## src/hw/rtl/assert_macros.svh

```systemverilog
// Shared assertion macros.
`ifndef ASSERT_MACROS_SVH
`define ASSERT_MACROS_SVH

// Assertion on an explicit clock and active-low reset.
`define ASSERT_CLK(lbl, clk_sig, rstn_sig, prop, msg) \
    lbl: assert property (@(posedge clk_sig) disable iff (!rstn_sig) (prop)) \
        else $error(msg);

// Assertion on the local clk / rst_n pair.
`define ASSERT_STD(lbl, prop, msg) \
    `ASSERT_CLK(lbl, clk, rst_n, prop, msg)

`endif

```

## src/hw/rtl/utf8b_pkg.sv

```systemverilog
package utf8b_pkg;

    typedef enum logic [1:0] {
        ST_BYTE    = 2'd0,
        ST_END     = 2'd1,
        ST_BUDGET  = 2'd2,
        ST_INVALID = 2'd3
    } status_t;

    localparam logic [7:0]  LEAD2      = 8'hC0;
    localparam logic [7:0]  LEAD3      = 8'hE0;
    localparam logic [7:0]  LEAD4      = 8'hF0;
    localparam logic [7:0]  CONT       = 8'h80;
    localparam logic [7:0]  CONT_MASK  = 8'h3F;
    localparam logic [31:0] MAX_1BYTE  = 32'h0000_007F;
    localparam logic [31:0] MAX_2BYTE  = 32'h0000_07FF;
    localparam logic [31:0] MAX_3BYTE  = 32'h0000_FFFF;
    localparam logic [31:0] MAX_CP     = 32'h0010_FFFF;
    localparam logic [15:0] BUDGET_RST = 16'hFFFF;

    // Results for one code point, ready to be shifted out.
    typedef struct packed {
        status_t          status;
        logic [1:0]       last_idx;
        logic [3:0][7:0]  bytes;
        logic [3:0][15:0] totals;
    } enc_result_t;

endpackage

```

## src/hw/rtl/utf8b_encode.sv

```systemverilog
module utf8b_encode
    import utf8b_pkg::*;
#(
    parameter int COUNT_WIDTH = 16
)
(
    input  logic [31:0]            code_point,
    input  logic                   start_string,
    input  logic [15:0]            byte_budget,
    input  logic [COUNT_WIDTH-1:0] byte_count,
    input  logic                   stopped,
    output enc_result_t            result,
    output logic [COUNT_WIDTH-1:0] count_next,
    output logic                   stopped_next
);

    localparam int CW = COUNT_WIDTH;

    function automatic logic [15:0] to16(input logic [CW:0] v);
        logic [CW+16:0] e;
        e = {16'b0, v};
        return e[15:0];
    endfunction

    logic [CW-1:0]  cnt_eff;
    logic           stop_eff;
    logic [2:0]     size;
    logic [1:0]     last_idx;
    logic [3:0][7:0] bytes;
    logic           invalid;
    logic [CW:0]    next_cnt;
    logic           over_budget;

    assign cnt_eff  = start_string ? '0 : byte_count;
    assign stop_eff = start_string ? 1'b0 : stopped;

    always_comb
    begin
        bytes    = '0;
        size     = 3'd1;
        last_idx = 2'd0;
        invalid  = 1'b0;
        if (code_point <= MAX_1BYTE)
        begin
            bytes[0] = code_point[7:0];
        end
        else if (code_point <= MAX_2BYTE)
        begin
            size     = 3'd2;
            last_idx = 2'd1;
            bytes[0] = LEAD2 | {3'b0, code_point[10:6]};
            bytes[1] = CONT | ({2'b0, code_point[5:0]} & CONT_MASK);
        end
        else if (code_point <= MAX_3BYTE)
        begin
            size     = 3'd3;
            last_idx = 2'd2;
            bytes[0] = LEAD3 | {4'b0, code_point[15:12]};
            bytes[1] = CONT | ({2'b0, code_point[11:6]} & CONT_MASK);
            bytes[2] = CONT | ({2'b0, code_point[5:0]} & CONT_MASK);
        end
        else if (code_point <= MAX_CP)
        begin
            size     = 3'd4;
            last_idx = 2'd3;
            bytes[0] = LEAD4 | {5'b0, code_point[20:18]};
            bytes[1] = CONT | ({2'b0, code_point[17:12]} & CONT_MASK);
            bytes[2] = CONT | ({2'b0, code_point[11:6]} & CONT_MASK);
            bytes[3] = CONT | ({2'b0, code_point[5:0]} & CONT_MASK);
        end
        else
        begin
            invalid = 1'b1;
        end
    end

    assign next_cnt    = {1'b0, cnt_eff} + {{(CW-2){1'b0}}, size};
    assign over_budget = next_cnt[CW] ||
                         ({16'b0, next_cnt} > {{(CW+1){1'b0}}, byte_budget});

    always_comb
    begin
        logic [CW:0] sum;
        result.status   = ST_BYTE;
        result.last_idx = last_idx;
        result.bytes    = bytes;
        result.totals   = '0;
        count_next      = cnt_eff;
        stopped_next    = stop_eff;
        for (int k = 0; k < 4; k++)
        begin
            sum = {1'b0, cnt_eff} + (CW+1)'(k + 1);
            result.totals[k] = to16(sum);
        end
        if (stop_eff || code_point == 32'd0 || invalid || over_budget)
        begin
            // single status result, no bytes
            result.last_idx  = 2'd0;
            result.bytes     = '0;
            result.totals[0] = to16({1'b0, cnt_eff});
            stopped_next     = 1'b1;
            if (stop_eff || code_point == 32'd0)
                result.status = ST_END;
            else if (invalid)
                result.status = ST_INVALID;
            else
                result.status = ST_BUDGET;
        end
        else
        begin
            count_next = next_cnt[CW-1:0];
        end
    end

endmodule

```

## src/hw/rtl/utf8b_out_buf.sv

```systemverilog
`include "assert_macros.svh"

module utf8b_out_buf
    import utf8b_pkg::*;
(
    input  logic        clk,
    input  logic        rst_n,
    input  logic        load,
    input  enc_result_t result,
    output logic        free,
    output logic        m_axis_tvalid,
    input  logic        m_axis_tready,
    output logic [23:0] m_axis_tdata,   // out_byte[7:0], total_len[23:8]
    output logic        m_axis_tlast,
    output logic [1:0]  m_axis_tuser    // status[1:0]
);

    logic        valid_reg;
    logic        valid_next;
    logic [1:0]  idx_reg;
    logic [1:0]  idx_next;
    enc_result_t res_reg;
    logic        last;
    logic        take;

    assign last  = (idx_reg == res_reg.last_idx);
    assign take  = valid_reg && m_axis_tready;
    assign free  = !valid_reg || (take && last);

    always_comb
    begin
        valid_next = valid_reg;
        idx_next   = idx_reg;
        if (load)
        begin
            valid_next = 1'b1;
            idx_next   = 2'd0;
        end
        else if (take)
        begin
            if (last)
                valid_next = 1'b0;
            else
                idx_next = idx_reg + 2'd1;
        end
    end

    always_ff @(posedge clk or negedge rst_n)
    begin
        if (!rst_n)
        begin
            valid_reg <= 1'b0;
            idx_reg   <= 2'd0;
        end
        else
        begin
            valid_reg <= valid_next;
            idx_reg   <= idx_next;
        end
    end

    always_ff @(posedge clk)
    begin
        if (load)
            res_reg <= result;
    end

    assign m_axis_tvalid = valid_reg;
    assign m_axis_tdata  = {res_reg.totals[idx_reg], res_reg.bytes[idx_reg]};
    assign m_axis_tlast  = last;
    assign m_axis_tuser  = res_reg.status;

    `ASSERT_STD(a_idx_in_range, valid_reg |-> (idx_reg <= res_reg.last_idx),
        "byte index past last result")
    `ASSERT_STD(a_status_single, (valid_reg && res_reg.status != ST_BYTE) |->
        (res_reg.last_idx == 2'd0), "status request with more than one result")
    `ASSERT_STD(a_step, (take && !last) |=>
        (valid_reg && idx_reg == $past(idx_reg) + 2'd1), "byte index did not advance")
    `ASSERT_STD(a_no_overwrite, (load && valid_reg) |-> (take && last),
        "pending request overwritten")

endmodule

```

## src/hw/rtl/utf8_encoder_with_byte_budget.sv

```systemverilog
// UTF-8 encoder with a per-string byte budget.
// Input channel s_axis: one code point per request in tdata[31:0]; tuser set
// clears the byte count and the stop flag before the code point is handled.
// Output channel m_axis: one request per encoded byte, tdata[7:0] the byte,
// tdata[23:8] the running string length, tuser the status (0 byte, 1 end of
// string, 2 budget exhausted, 3 invalid code point), tlast on the final
// request for a code point. Status requests carry no byte and are always last.
// cfg channel: writes the byte budget; always ready, write only while idle.
// m_axis_tvalid rises once the code point has passed the input register and
// been loaded into the output buffer, which then offers the first request.
// Throughput: the single output buffer shifts out one request per cycle while
// m_axis_tready is high. One-byte code points are taken back to back; a longer
// one holds off the next input until its last byte has been taken.
// Reset: clears byte count and stop flag, budget returns to 65535, both
// pipeline registers empty. When the receiver stalls, the output request
// holds, one code point waits in the input register, then tready drops.
module utf8_encoder_with_byte_budget
    import utf8b_pkg::*;
#(
    parameter int COUNT_WIDTH = 16
)
(
    input  logic        clk,
    input  logic        rst_n,
    input  logic        s_axis_tvalid,
    output logic        s_axis_tready,
    input  logic [31:0] s_axis_tdata,   // code_point[31:0]
    input  logic        s_axis_tuser,   // start_string
    output logic        m_axis_tvalid,
    input  logic        m_axis_tready,
    output logic [23:0] m_axis_tdata,   // out_byte[7:0], total_len[23:8]
    output logic        m_axis_tlast,
    output logic [1:0]  m_axis_tuser,   // status[1:0]
    input  logic        cfg_valid,
    output logic        cfg_ready,
    input  logic [15:0] cfg_data
);

    logic                   in_valid_reg;
    logic [31:0]            cp_reg;
    logic                   start_reg;
    logic [15:0]            budget_reg;
    logic [COUNT_WIDTH-1:0] count_reg;
    logic [COUNT_WIDTH-1:0] count_next;
    logic                   stopped_reg;
    logic                   stopped_next;
    logic                   buf_free;
    logic                   load;
    enc_result_t            enc_res;

    assign load          = in_valid_reg && buf_free;
    assign s_axis_tready = !in_valid_reg || buf_free;
    assign cfg_ready     = 1'b1;

    always_ff @(posedge clk or negedge rst_n)
    begin
        if (!rst_n)
        begin
            in_valid_reg <= 1'b0;
            budget_reg   <= BUDGET_RST;
            count_reg    <= '0;
            stopped_reg  <= 1'b0;
        end
        else
        begin
            if (s_axis_tready)
                in_valid_reg <= s_axis_tvalid;
            if (cfg_valid)
                budget_reg <= cfg_data;
            if (load)
            begin
                count_reg   <= count_next;
                stopped_reg <= stopped_next;
            end
        end
    end

    always_ff @(posedge clk)
    begin
        if (s_axis_tvalid && s_axis_tready)
        begin
            cp_reg    <= s_axis_tdata;
            start_reg <= s_axis_tuser;
        end
    end

    utf8b_encode #(
        .COUNT_WIDTH (COUNT_WIDTH)
    ) u_encode (
        .code_point   (cp_reg),
        .start_string (start_reg),
        .byte_budget  (budget_reg),
        .byte_count   (count_reg),
        .stopped      (stopped_reg),
        .result       (enc_res),
        .count_next   (count_next),
        .stopped_next (stopped_next)
    );

    utf8b_out_buf u_out_buf (
        .clk           (clk),
        .rst_n         (rst_n),
        .load          (load),
        .result        (enc_res),
        .free          (buf_free),
        .m_axis_tvalid (m_axis_tvalid),
        .m_axis_tready (m_axis_tready),
        .m_axis_tdata  (m_axis_tdata),
        .m_axis_tlast  (m_axis_tlast),
        .m_axis_tuser  (m_axis_tuser)
    );

endmodule

```

## config.mk

```make
export PLATFORM = sky130hd
export DESIGN_NAME = utf8_encoder_with_byte_budget
export DESIGN_NICKNAME = d
export VERILOG_FILES = /design/src/hw/rtl/utf8b_pkg.sv /design/src/hw/rtl/utf8b_encode.sv /design/src/hw/rtl/utf8b_out_buf.sv /design/src/hw/rtl/utf8_encoder_with_byte_budget.sv
export VERILOG_INCLUDE_DIRS = /design/src /design/src/hw/rtl
export SDC_FILE = /design/constraint.sdc
export NUM_CORES = 1
export LEC_CHECK = 0
export ABC_CLOCK_PERIOD_IN_PS = 6850
export BUFFER_PORTS_ARGS = -buffer_cell sky130_fd_sc_hd__buf_2
export CORE_MARGIN = 8
export CORE_UTILIZATION = 55
export CTS_CLUSTER_DIAMETER = 30
export DETAILED_ROUTE_END_ITERATION = 7
export PLACE_DENSITY = 0.75
export SLEW_MARGIN = 20
export SYNTH_ARGS = -nofsm -noshare
export SYNTH_HDL_FRONTEND = slang
export SYNTH_SLANG_ARGS = --single-unit
```

## constraint.sdc

```tcl
create_clock -name clk -period 6.85 [get_ports clk]
set_input_delay 0.685 -clock clk [delete_from_list [all_inputs] [get_ports clk]]
set_output_delay 0.685 -clock clk [all_outputs]
set_load 0.02 [all_outputs]
```

* Word level (Yosys, flattened, before mapping)
Index checks and enable logic that the tools add are counted.
** Operators by class
- Equal/unequal tests :: 2
- Reduce and logical (&&, ||, !) cells :: 22
- Multiplexer cells :: 32
- Bitwise gates (word level) :: 2
- Add/subtract/negate cells :: 6
- Magnitude comparators :: 6
** Operators by type and width (number)
- $mux 16 :: 5
- $add 16x2->16 const B :: 2
- $bmux 16 s2 :: 1
- $le 32x11->1 const B :: 1
- $le 32x16->1 const B :: 1
- $le 32x21->1 const B :: 1
- $le 32x7->1 const B :: 1
- $logic_not 32->1 :: 1
- $mux 32 :: 1
- $mux 24 :: 1
- $add 16x3->17 :: 1
- $gt 17x16->1 :: 1
- $add 16x1->16 const B :: 1
- $add 16x3->16 const B :: 1
- $bmux 8 s2 :: 1
- $mux 8 :: 2
- $mux 1 :: 12
- $mux 3 :: 4
- $mux 2 :: 5
- $logic_or 1x1->1 :: 6
- $reduce_or 5->1 :: 1
- $logic_and 1x1->1 :: 4
- $reduce_and 2->1 :: 2
- $reduce_bool 2->1 :: 2
- other kinds (9) :: 12
** Storage, ports and cells
- Register bits after elaboration :: 170
- Logic and storage cells :: 93
- Input port bits :: 54
- Output and inout port bits :: 30

* Logic depth before layout (Yosys ltp)
Gate-level depths: netlist of run 1.
- Word-level depth :: 11
- Depth in mapped cells :: 21
- Mapped depth without buffers :: 18

* Cells and area by module
A second synthesis of run 1 with hierarchy kept.
** Unflattened totals
- Cell total of the unflattened synthesis :: 712
- Area total of the unflattened synthesis :: 8942.3 um2
** By module, submodules not included
- utf8b_out_buf :: instances 1, area an instance 3833.7 um2, cells an instance 151, sequential area each 3078.0 um2
- utf8b_encode :: instances 1, area an instance 2763.9 um2, cells an instance 451, sequential area each 0.0 um2
- utf8_encoder_with_byte_budget :: instances 1, area an instance 2344.7 um2, cells an instance 110, sequential area each 1861.8 um2

* Least setup slack after synthesis of run 1
Ideal clock, no wire load.
- Kind :: reg-to-reg
- From :: reg cp_reg[18]
- To :: reg u_out_buf.res_reg[2] in the netlist's numbering, data pin
- Required time :: 6583 ps
- Path slack :: 1369 ps
- Data arrival time :: 5213 ps
- Clock period less this slack :: 5481 ps
- Setup time :: 267 ps
- Cell stages (with the launch flop) :: 21
- Buffers on the path :: 4
- Cells stage by stage :: edfxtp_1 -> or4_1 -> buf_2 -> nor3_1 -> and2_1 -> clkbuf_1 -> a21oi_1 -> ha_1 -> fa_1 -> a21o_1 -> and2_1 -> and3_1 -> xnor2_1 -> ha_1 -> and4_1 -> a2111o_1 -> o21ai_0 -> clkbuf_1 -> clkbuf_1 -> nand3_1 -> xnor2_1
** RTL lines
- start, declared :: RTL line utf8_encoder_with_byte_budget.sv:40 : logic [31:0] cp_reg;
- start signal, assigned :: RTL line utf8_encoder_with_byte_budget.sv:82 : cp_reg <= s_axis_tdata;
- end signal, assigned :: RTL line utf8b_out_buf.sv:65 : res_reg <= result;
- end, declared :: RTL line utf8b_out_buf.sv:22 : enc_result_t res_reg;

==> results of run 1 <==
-- worst max path at each step --
stage / from / cells past startpoint / to
detailed placement: cp_reg[18] / 17 / u_out_buf.res_reg[1]
global placement: cp_reg[18] / 17 / u_out_buf.res_reg[1]
CTS: cp_reg[18] / 17 / u_out_buf.res_reg[1]
finish: cp_reg[18] / 17 / u_out_buf.res_reg[1]
floorplan: cp_reg[18] / 20 / u_out_buf.res_reg[2]
global route: cp_reg[18] / 17 / u_out_buf.res_reg[1]
-- kinds of logic after synthesis --
family	Yosys count
DFF	165
muxes	32
buffers and inverters	89
adders and majority gates	25
AOI/OAI and AO/OA	107
and+or+nand+nor	246
xor gates and xnor gates	62
other	1
-- report_power, final --
group / leakage, nW / total (W) / switching [W] / internal [W]
sequential: 1.59 / 0.00155 / 0.000154 / 0.00140
clock: 0.273 / 0.000935 / 0.000379 / 0.000556
combinational: 1.79 / 0.00101 / 0.000626 / 0.000387
total: 3.66 / 0.00350 / 0.00116 / 0.00234
-- cell usage after synthesis, types with 3 or more instances --
| master | instances |
|---|---|
| or2_2 | 5 |
| and4_1 | 4 |
| mux4_2 | 22 |
| a21o_1 | 3 |
| a211o_1 | 5 |
| a221oi_1 | 7 |
| mux2_2 | 3 |
| buf_4 | 3 |
| nor4_1 | 8 |
| edfxtp_1 | 128 |
| o211ai_1 | 3 |
| dfrtp_1 | 21 |
| buf_1 | 5 |
| a32oi_1 | 4 |
| nor2_1 | 50 |
| or4_1 | 3 |
| and3_1 | 9 |
| a211oi_1 | 3 |
| buf_2 | 3 |
| inv_1 | 41 |
| and4b_1 | 3 |
| nand4_1 | 18 |
| nor2b_1 | 11 |
| ha_1 | 24 |
| xnor2_1 | 44 |
| and2_1 | 12 |
| o21ai_0 | 38 |
| clkbuf_1 | 36 |
| xor2_1 | 16 |
| nand2_1 | 69 |
| nor3_1 | 20 |
| a31o_2 | 3 |
| a22oi_1 | 6 |
| nand3_1 | 18 |
| a31oi_1 | 4 |
| dfstp_2 | 16 |
| a21oi_1 | 17 |
| mux2i_1 | 7 |
-- through the flow --
step           hold WS (ns)   util  power (W)  worst slack, ns  cells
2_1_floorplan         0.389      -    0.00226             1.37    727
3_3_place_gp          0.496  0.601    0.00254             1.14    963
3_5_place_dp          0.506  0.601    0.00259            0.962    963
4_1_cts               0.407  0.639    0.00353            0.934    995
5_1_grt               0.418  0.639    0.00366            0.476    995
6_report              0.387  0.639    0.00350            0.842    995
-- per-layer routing --
metal | up-vias | global-route usage | wire length [um]
li1 | 2800 | - | -
met1 | 2966 | 0.289 | 9070
met2 | 305 | 0.328 | 9490
met3 | 32 | 0.0473 | 1640
met4 | 0 | 0.0724 | 332
met5 | - | 0 | 0
-- final cells by class --
type	instances	area (um2)	share of cell area
Tap cell	188	235	0.0242
Inverter	41	155	0.0160
Clock buffer	21	460	0.0474
Multi-Input combinational cell	473	3430	0.353
Timing Repair Buffer	96	515	0.0531
Sequential cell	165	4790	0.493
Clock inverter	11	125	0.0129
-- critical path, stage by stage, from the launching register on --
cell      delay, ns
edfxtp_1       0.39
or4_1          0.65
nor3_1         0.18
buf_4          0.24
and2_1         0.40
a21oi_1        0.16
ha_1           0.23
fa_1           0.41
a21o_1         0.22
and2_1         0.21
and3_1         0.24
xnor2_1        0.19
ha_1           0.29
and4_1         0.22
a2111o_1       0.41
o21a_1         0.37
nor2_1         0.75
o21ai_0        0.15
==> impl_metrics.json, run 1 <==
{
  "fin_crit_sh": 0.877,
  "cts_tree": "yes",
  "hold_viol": 0,
  "dieArea_um2": 19800,
  "clock_latency_ns": 0.42,
  "reg2reg_depth": 17,
  "tns_ns": 0,
  "min_period_ns": 6.01,
  "yosysTopAreaCellShare": 0.448,
  "yosysWarnings": 0,
  "cts_resized": 0,
  "dr.pass1.iters": 6,
  "synth_top_family_by_area": "simple AND/OR/NAND/NOR gates",
  "ant_nets": 0,
  "async_flop_share": 0.224,
  "mostFrequentLayoutCell": "edfxtp_1",
  "die_w_um": 141,
  "drt-vias-per-instance": 6.13,
  "grt.total_usage": 0.212,
  "rr_endpoint": "u_out_buf.res_reg[1]",
  "start_util": 0.564,
  "criticalPathCategory": "reg -> reg",
  "io_pins": 84,
  "cts_buffer_depth": 2,
  "yosys.area_share.adder": 0.0373,
  "grt.overflow.total": 0,
  "worstMarginPinSlew_ns": 0.986,
  "synth-edff-count": 128,
  "core_um2": 15200,
  "vias": 6103,
  "seq_area_frac_synth": 0.558,
  "rsz0062_at_grt": "no",
  "peakVddDrop_mv": 0.222,
  "drtIter0Drc": 709,
  "synth-xor-area-share": 0.0651,
  "yosysUniqueCellTypes": 65,
  "wl_um": 20500,
  "grt_pass1_wl_um": 33000,
  "drcViolationCount": 0,
  "rrSetupSlack_ns": 0.84,
  "drv_slew": 0,
  "cts_sinks": 165,
  "grt_pass1_vias": 6113,
  "synth_compound_area_frac": 0.0820,
  "relSlewSlack": 0.342,
  "nNetsFinal": 873,
  "dp_hpwl_um": 14500,
  "max_freq_ghz": 0.166,
  "antenna_found_initial": 0,
  "die_height_um": 141,
  "worstSetupEndpointType": "flip-flop",
  "fillCellCount": 1178,
  "post_dp_cell_area_um2": 9130,
  "largest_reg_flops": 93,
  "syn_area_um2": 8580,
  "synthMuxAreaShare": 0.0699,
  "cts_setup_buffers": 0,
  "cts_made_buffers": 17,
  "cts_hold_buf": 0,
  "ys.flop_type": "edfxtp_1",
  "drive_above_1_share": 0.228,
  "setup_viol": 0,
  "place_congestion": 0.891,
  "syn-mean-instance-area_um2": 11.8,
  "fin_skew_ns": 0.00812,
  "yosys.area_share.simple": 0.145,
  "arrival_ns": 6.14,
  "rows": 45,
  "diodes": 0,
  "path_max_fanout": 18,
  "yosys.area.top_type": "edfxtp_1",
  "wire_per_inst_um": 20.6,
  "hold_class": "in -> async",
  "yosys-top-cells-area": "edfxtp_1 45%, dfrtp_1 6.1%, mux4_2 5.8%",
  "critPathLaunchType": "flip-flop",
  "mostFrequentLayoutCells": "128 x edfxtp_1, 82 x buf_2, 69 x nand2_1",
  "synthesis.nets": 806,
  "grt_max_degree": 62,
  "drv_cap": 0,
  "stdcell_area_um2": 9720,
  "critPathRequiredTime_ns": 6.99,
  "p_leak_nw": 3.66,
  "netlist_instances": 727,
  "p_per_area_nw_per_um2": 360,
  "port_buffers": 82,
  "run_status": "finished, final reports clean",
  "area_growth_pct": 13.3,
  "cts-root-buf": "clkbuf_16",
  "worstReg2RegStart": "cp_reg[18]",
  "h-tree-depth": 4,
  "cts.clk_slew.worst_paths_ns": 0.06,
  "synth_seq_cells": 165
}
Note: power is estimated with default switching activity, not from simulation.
==> run 2, diff against run 1 <==
CORE_ASPECT_RATIO = 0.8   (was default)
==> impl_metrics.json, run 2 (synthesis gave the netlist of run 1 again) <==
{
  "nNetsFinal": 878,
  "p_per_area_nw_per_um2": 356,
  "setup_viol": 0,
  "mostFrequentLayoutCell": "edfxtp_1",
  "drv_cap": 0,
  "io_pins": 84,
  "drtIter0Drc": 758,
  "cts_made_buffers": 17,
  "worstReg2RegStart": "cp_reg[18]",
  "largest_reg_flops": 93,
  "area_growth_pct": 13.8,
  "cts_buffer_depth": 2,
  "drt-vias-per-instance": 5.94,
  "place_congestion": 0.946,
  "power_w": 0.00347,
  "vias": 6096,
  "ant_nets": 0,
  "reg2reg_depth": 17,
  "antenna_found_initial": 0,
  "worstSetupEndpointType": "flip-flop",
  "critPathLaunchType": "flip-flop",
  "critPathRequiredTime_ns": 6.98,
  "rrSetupSlack_ns": 0.85,
  "max_freq_ghz": 0.167,
  "grt_max_degree": 77,
  "arrival_ns": 6.13,
  "hold_viol": 0,
  "fin_crit_sh": 0.875,
  "tns_ns": 0,
  "path_max_fanout": 18,
  "grt.overflow.total": 0,
  "regArea_um2": 4790,
  "drcViolationCount": 0,
  "die_w_um": 156,
  "hold_class": "in -> async",
  "fin_hold_ws_ns": 0.405,
  "cts_tree": "yes",
  "cts-root-buf": "clkbuf_16",
  "drv_slew": 0,
  "fillCellCount": 1253,
  "drive_above_1_share": 0.234,
  "wl_um": 20800,
  "fin_util": 0.630,
  "diodes": 0,
  "multi_input_area_um2": 3430,
  "worstMarginPinSlew_ns": 0.987,
  "wire_per_inst_um": 20.2,
  "rsz0062_at_grt": "no",
  "cts_resized": 0,
  "dieArea_um2": 19900,
  "rows": 41,
  "rr_endpoint": "u_out_buf.res_reg[1]",
  "grt_pass1_wl_um": 33300,
  "relSlewSlack": 0.339,
  "dp_hpwl_um": 14800,
  "grt.total_usage": 0.217,
  "criticalPathCategory": "reg -> reg",
  "clock_latency_ns": 0.43,
  "grt_pass1_vias": 6086,
  "core_um2": 15500,
  "min_period_ns": 6.00,
  "cts_hold_buf": 0,
  "die_height_um": 128,
  "dr.pass1.iters": 6,
  "start_util": 0.554,
  "run_status": "finished, final reports clean",
  "p_leak_nw": 3.67,
  "cts_setup_buffers": 0,
  "cts.clk_slew.worst_paths_ns": 0.07,
  "cts_sinks": 165,
  "fin_skew_ns": 0.00863,
  "mostFrequentLayoutCells": "128 x edfxtp_1, 82 x buf_2, 69 x nand2_1",
  "port_buffers": 82,
  "peakVddDrop_mv": 0.200,
  "h-tree-depth": 4
}
[run 2: changes by cell type in the layout (fill, tap and decap cells not counted)]
cell,previous run,this run
clkbuf_8,2,0
clkinv_2,2,5
dfrtp_1,20,21
bufinv_16,2,1
clkinv_1,1,0
inv_8,0,1
buf_4,14,19
clkbuf_1,2,1
dfrtp_2,1,0
clkinvlp_4,4,3
clkinv_4,2,1
inv_6,1,4
[run 2: worst max-delay path by stage]
stage	startpoint	to	slack (ns)
4_1_cts	cp_reg[18]	u_out_buf.res_reg[1]	0.98
2_1_floorplan	cp_reg[18]	u_out_buf.res_reg[2]	1.37
5_1_grt	cp_reg[29]	u_out_buf.res_reg[1]	0.61
3_5_place_dp	cp_reg[18]	u_out_buf.res_reg[1]	0.99
3_3_place_gp	cp_reg[18]	u_out_buf.res_reg[1]	1.30
6_report	cp_reg[18]	u_out_buf.res_reg[1]	0.85
[run 2: metrics by stage]
stage / setup slack [ns] / instances / instance area, um2
2_1_floorplan: 1.37 / 727 / 8580
6_report: 0.855 / 1027 / 9760
4_1_cts: 0.981 / 1027 / 9760
5_1_grt: 0.610 / 1027 / 9760
3_3_place_gp: 1.30 / 995 / 9200
3_5_place_dp: 0.994 / 995 / 9200
[run 2: final cells by class]
class | count | share of cell area
Clock buffer | 18 | 0.0440
Clock inverter | 14 | 0.0131
Inverter | 41 | 0.0159
Multi-Input combinational cell | 473 | 0.352
Sequential cell | 165 | 0.491
Tap cell | 215 | 0.0276
Timing Repair Buffer | 101 | 0.0567
[run 2: where the power goes]
part	internal [W]	switching [W]
logic	0.000394	0.000670
registers	0.00139	0.000106
clock network	0.000504	0.000403
[run 2: layer usage]
layer / track usage / part of all wire / vias up
met3: 0.0596 / 0.094 / 36
met4: 0.0592 / 0.015 / 0
met1: 0.308 / 0.46 / 2907
met2: 0.321 / 0.43 / 345
li1: - / - / 2808
met5: 0 / 0 / -
[run 2: critical path, stage by stage, from the launching register on]
cell	delay [ns]
edfxtp_1	0.39
or4_1	0.64
nor3_1	0.18
buf_4	0.23
and2_1	0.39
a21oi_1	0.17
ha_1	0.24
fa_1	0.41
a21o_1	0.22
and2_1	0.20
and3_1	0.23
xnor2_1	0.21
ha_1	0.30
and4_1	0.22
a2111o_1	0.40
o21a_1	0.29
nor2_1	0.80
o21ai_0	0.20
==> run 3, diff against run 2 <==
CORE_MARGIN = default   (was 8)
==> impl_metrics.json, run 3 (synthesis gave the netlist of run 1 again) <==
{
  "grt.overflow.total": 0,
  "drcViolationCount": 0,
  "antenna_found_initial": 0,
  "arrival_ns": 6.20,
  "wl_um": 20500,
  "die_w_um": 142,
  "fin_skew_ns": 0.0112,
  "largest_reg_flops": 93,
  "critPathLaunchType": "flip-flop",
  "diodes": 0,
  "placed_cells": 989,
  "drv_cap": 0,
  "cts-root-buf": "clkbuf_16",
  "mostFrequentLayoutCells": "128 x edfxtp_1, 82 x buf_2, 69 x nand2_1",
  "core_um2": 15100,
  "dr.pass1.iters": 5,
  "grt.total_usage": 0.268,
  "fin_hold_ws_ns": 0.381,
  "h-tree-depth": 4,
  "drtIter0Drc": 782,
  "cts_buffer_depth": 2,
  "grt_max_degree": 55,
  "instances_no_fill": 1021,
  "setup_viol": 0,
  "grt_pass1_wl_um": 32000,
  "rr_endpoint": "u_out_buf.res_reg[1]",
  "power_switching_w": 0.00117,
  "tns_ns": 0,
  "drv_slew": 0,
  "rows": 40,
  "cts_sinks": 165,
  "p_seq_frac": 0.420,
  "dieArea_um2": 16100,
  "min_period_ns": 6.05,
  "critPathRequiredTime_ns": 7.00,
  "start_util": 0.567,
  "rrSetupSlack_ns": 0.80,
  "cts_made_buffers": 17,
  "mostFrequentLayoutCell": "edfxtp_1",
  "p_per_area_nw_per_um2": 364,
  "p_comb_frac": 0.296,
  "p_leak_nw": 3.70,
  "drive_above_1_share": 0.232,
  "fin_crit_sh": 0.884,
  "relSlewSlack": 0.385,
  "worstMarginPinSlew_ns": 0.919,
  "cts_setup_buffers": 0,
  "rsz0062_at_grt": "no",
  "grt_pass1_vias": 5899,
  "path_max_fanout": 18,
  "cts.clk_slew.worst_paths_ns": 0.07,
  "place_congestion": 0.931,
  "cts_resized": 0,
  "die_height_um": 114,
  "wire_per_inst_um": 20.0,
  "io_pins": 84,
  "hold_class": "in -> async",
  "cts_tree": "yes",
  "switching_share": 0.328,
  "area_growth_pct": 14.4,
  "vias": 6127,
  "peakVddDrop_mv": 0.181,
  "hold_viol": 0,
  "clock_latency_ns": 0.43,
  "run_status": "finished, final reports clean",
  "cts_hold_buf": 0,
  "max_freq_ghz": 0.165,
  "criticalPathCategory": "reg -> reg",
  "fin_util": 0.649,
  "worstSetupEndpointType": "flip-flop",
  "port_buffers": 82,
  "ant_nets": 0,
  "nNetsFinal": 877,
  "p_int_w": 0.00240,
  "reg2reg_depth": 18,
  "worstReg2RegStart": "cp_reg[19]",
  "dp_hpwl_um": 14600,
  "pwr-share-clk": 0.285,
  "drt-vias-per-instance": 6.00
}
[run 3: changes by cell type in the layout (fill, tap and decap cells not counted)]
cell        delta
clkinv_4       +2
buf_4          -1
clkinvlp_4     -1
clkinv_1       +2
inv_6          -2
bufinv_16      +3
clkbuf_1       -1
clkinv_2       -3
[run 3: how the worst max path moves through the flow]
stage	start	to	slack, ns	cells past startpoint
final	cp_reg[19]	u_out_buf.res_reg[1]	0.80	18
after global placement	cp_reg[18]	u_out_buf.res_reg[1]	1.16	17
after global routing	cp_reg[19]	u_out_buf.res_reg[1]	0.49	17
after floorplan	cp_reg[18]	u_out_buf.res_reg[2]	1.37	20
after CTS	cp_reg[19]	u_out_buf.res_reg[1]	0.94	17
after detailed placement	cp_reg[19]	u_out_buf.res_reg[1]	0.98	17
[run 3: cell type report]
| cell class | count | area (um2) |
|---|---|---|
| sequential | 165 | 4790 |
| clock inverter | 15 | 203 |
| multi-input combinational | 473 | 3430 |
| tap | 210 | 263 |
| clock buffer | 17 | 425 |
| fill | 1134 | 5300 |
| timing repair buffer | 100 | 546 |
| inverter | 41 | 155 |
[run 3: stage by stage]
stage	power [W]	setup slack (ns)	instance area, um2
6_report	0.00357	0.796	9820
5_1_grt	0.00373	0.495	9820
4_1_cts	0.00358	0.939	9820
3_5_place_dp	0.00258	0.979	9190
3_3_place_gp	0.00253	1.16	9190
2_1_floorplan	0.00226	1.37	8580
[run 3: worst max-delay path: stages (launching register included)]
cell and delay, ns:
edfxtp_1 0.40, or4_1 0.63, nor3_1 0.18, buf_4 0.23, and2_1 0.41, a21oi_1 0.17
ha_1 0.24, fa_1 0.41, a21o_1 0.23, and2_1 0.20, and3_1 0.22, xnor2_1 0.14
ha_1 0.31, nand4_1 0.13, nor4_1 0.38, a32oi_1 0.18, o21a_1 0.34, nor2_1 0.79
o21ai_0 0.15
[run 3: per-layer routing]
metal | GRT usage | part of all wire | vias to the layer above
met5 | 0 | 0 | -
met3 | 0.0684 | 0.086 | 33
li1 | - | - | 2811
met4 | 0.0738 | 0.014 | 0
met2 | 0.384 | 0.43 | 308
met1 | 0.405 | 0.47 | 2975
[run 3: power by group through the flow]
stage	clock (W)	sequential (W)	combinational, W
after global routing	0.00107	0.00152	0.00115
after CTS	0.00102	0.00150	0.00106
after detailed placement	0	0.00152	0.00106
final	0.00102	0.00150	0.00106
after floorplan	0	0.00149	0.000767
after global placement	0	0.00150	0.00103
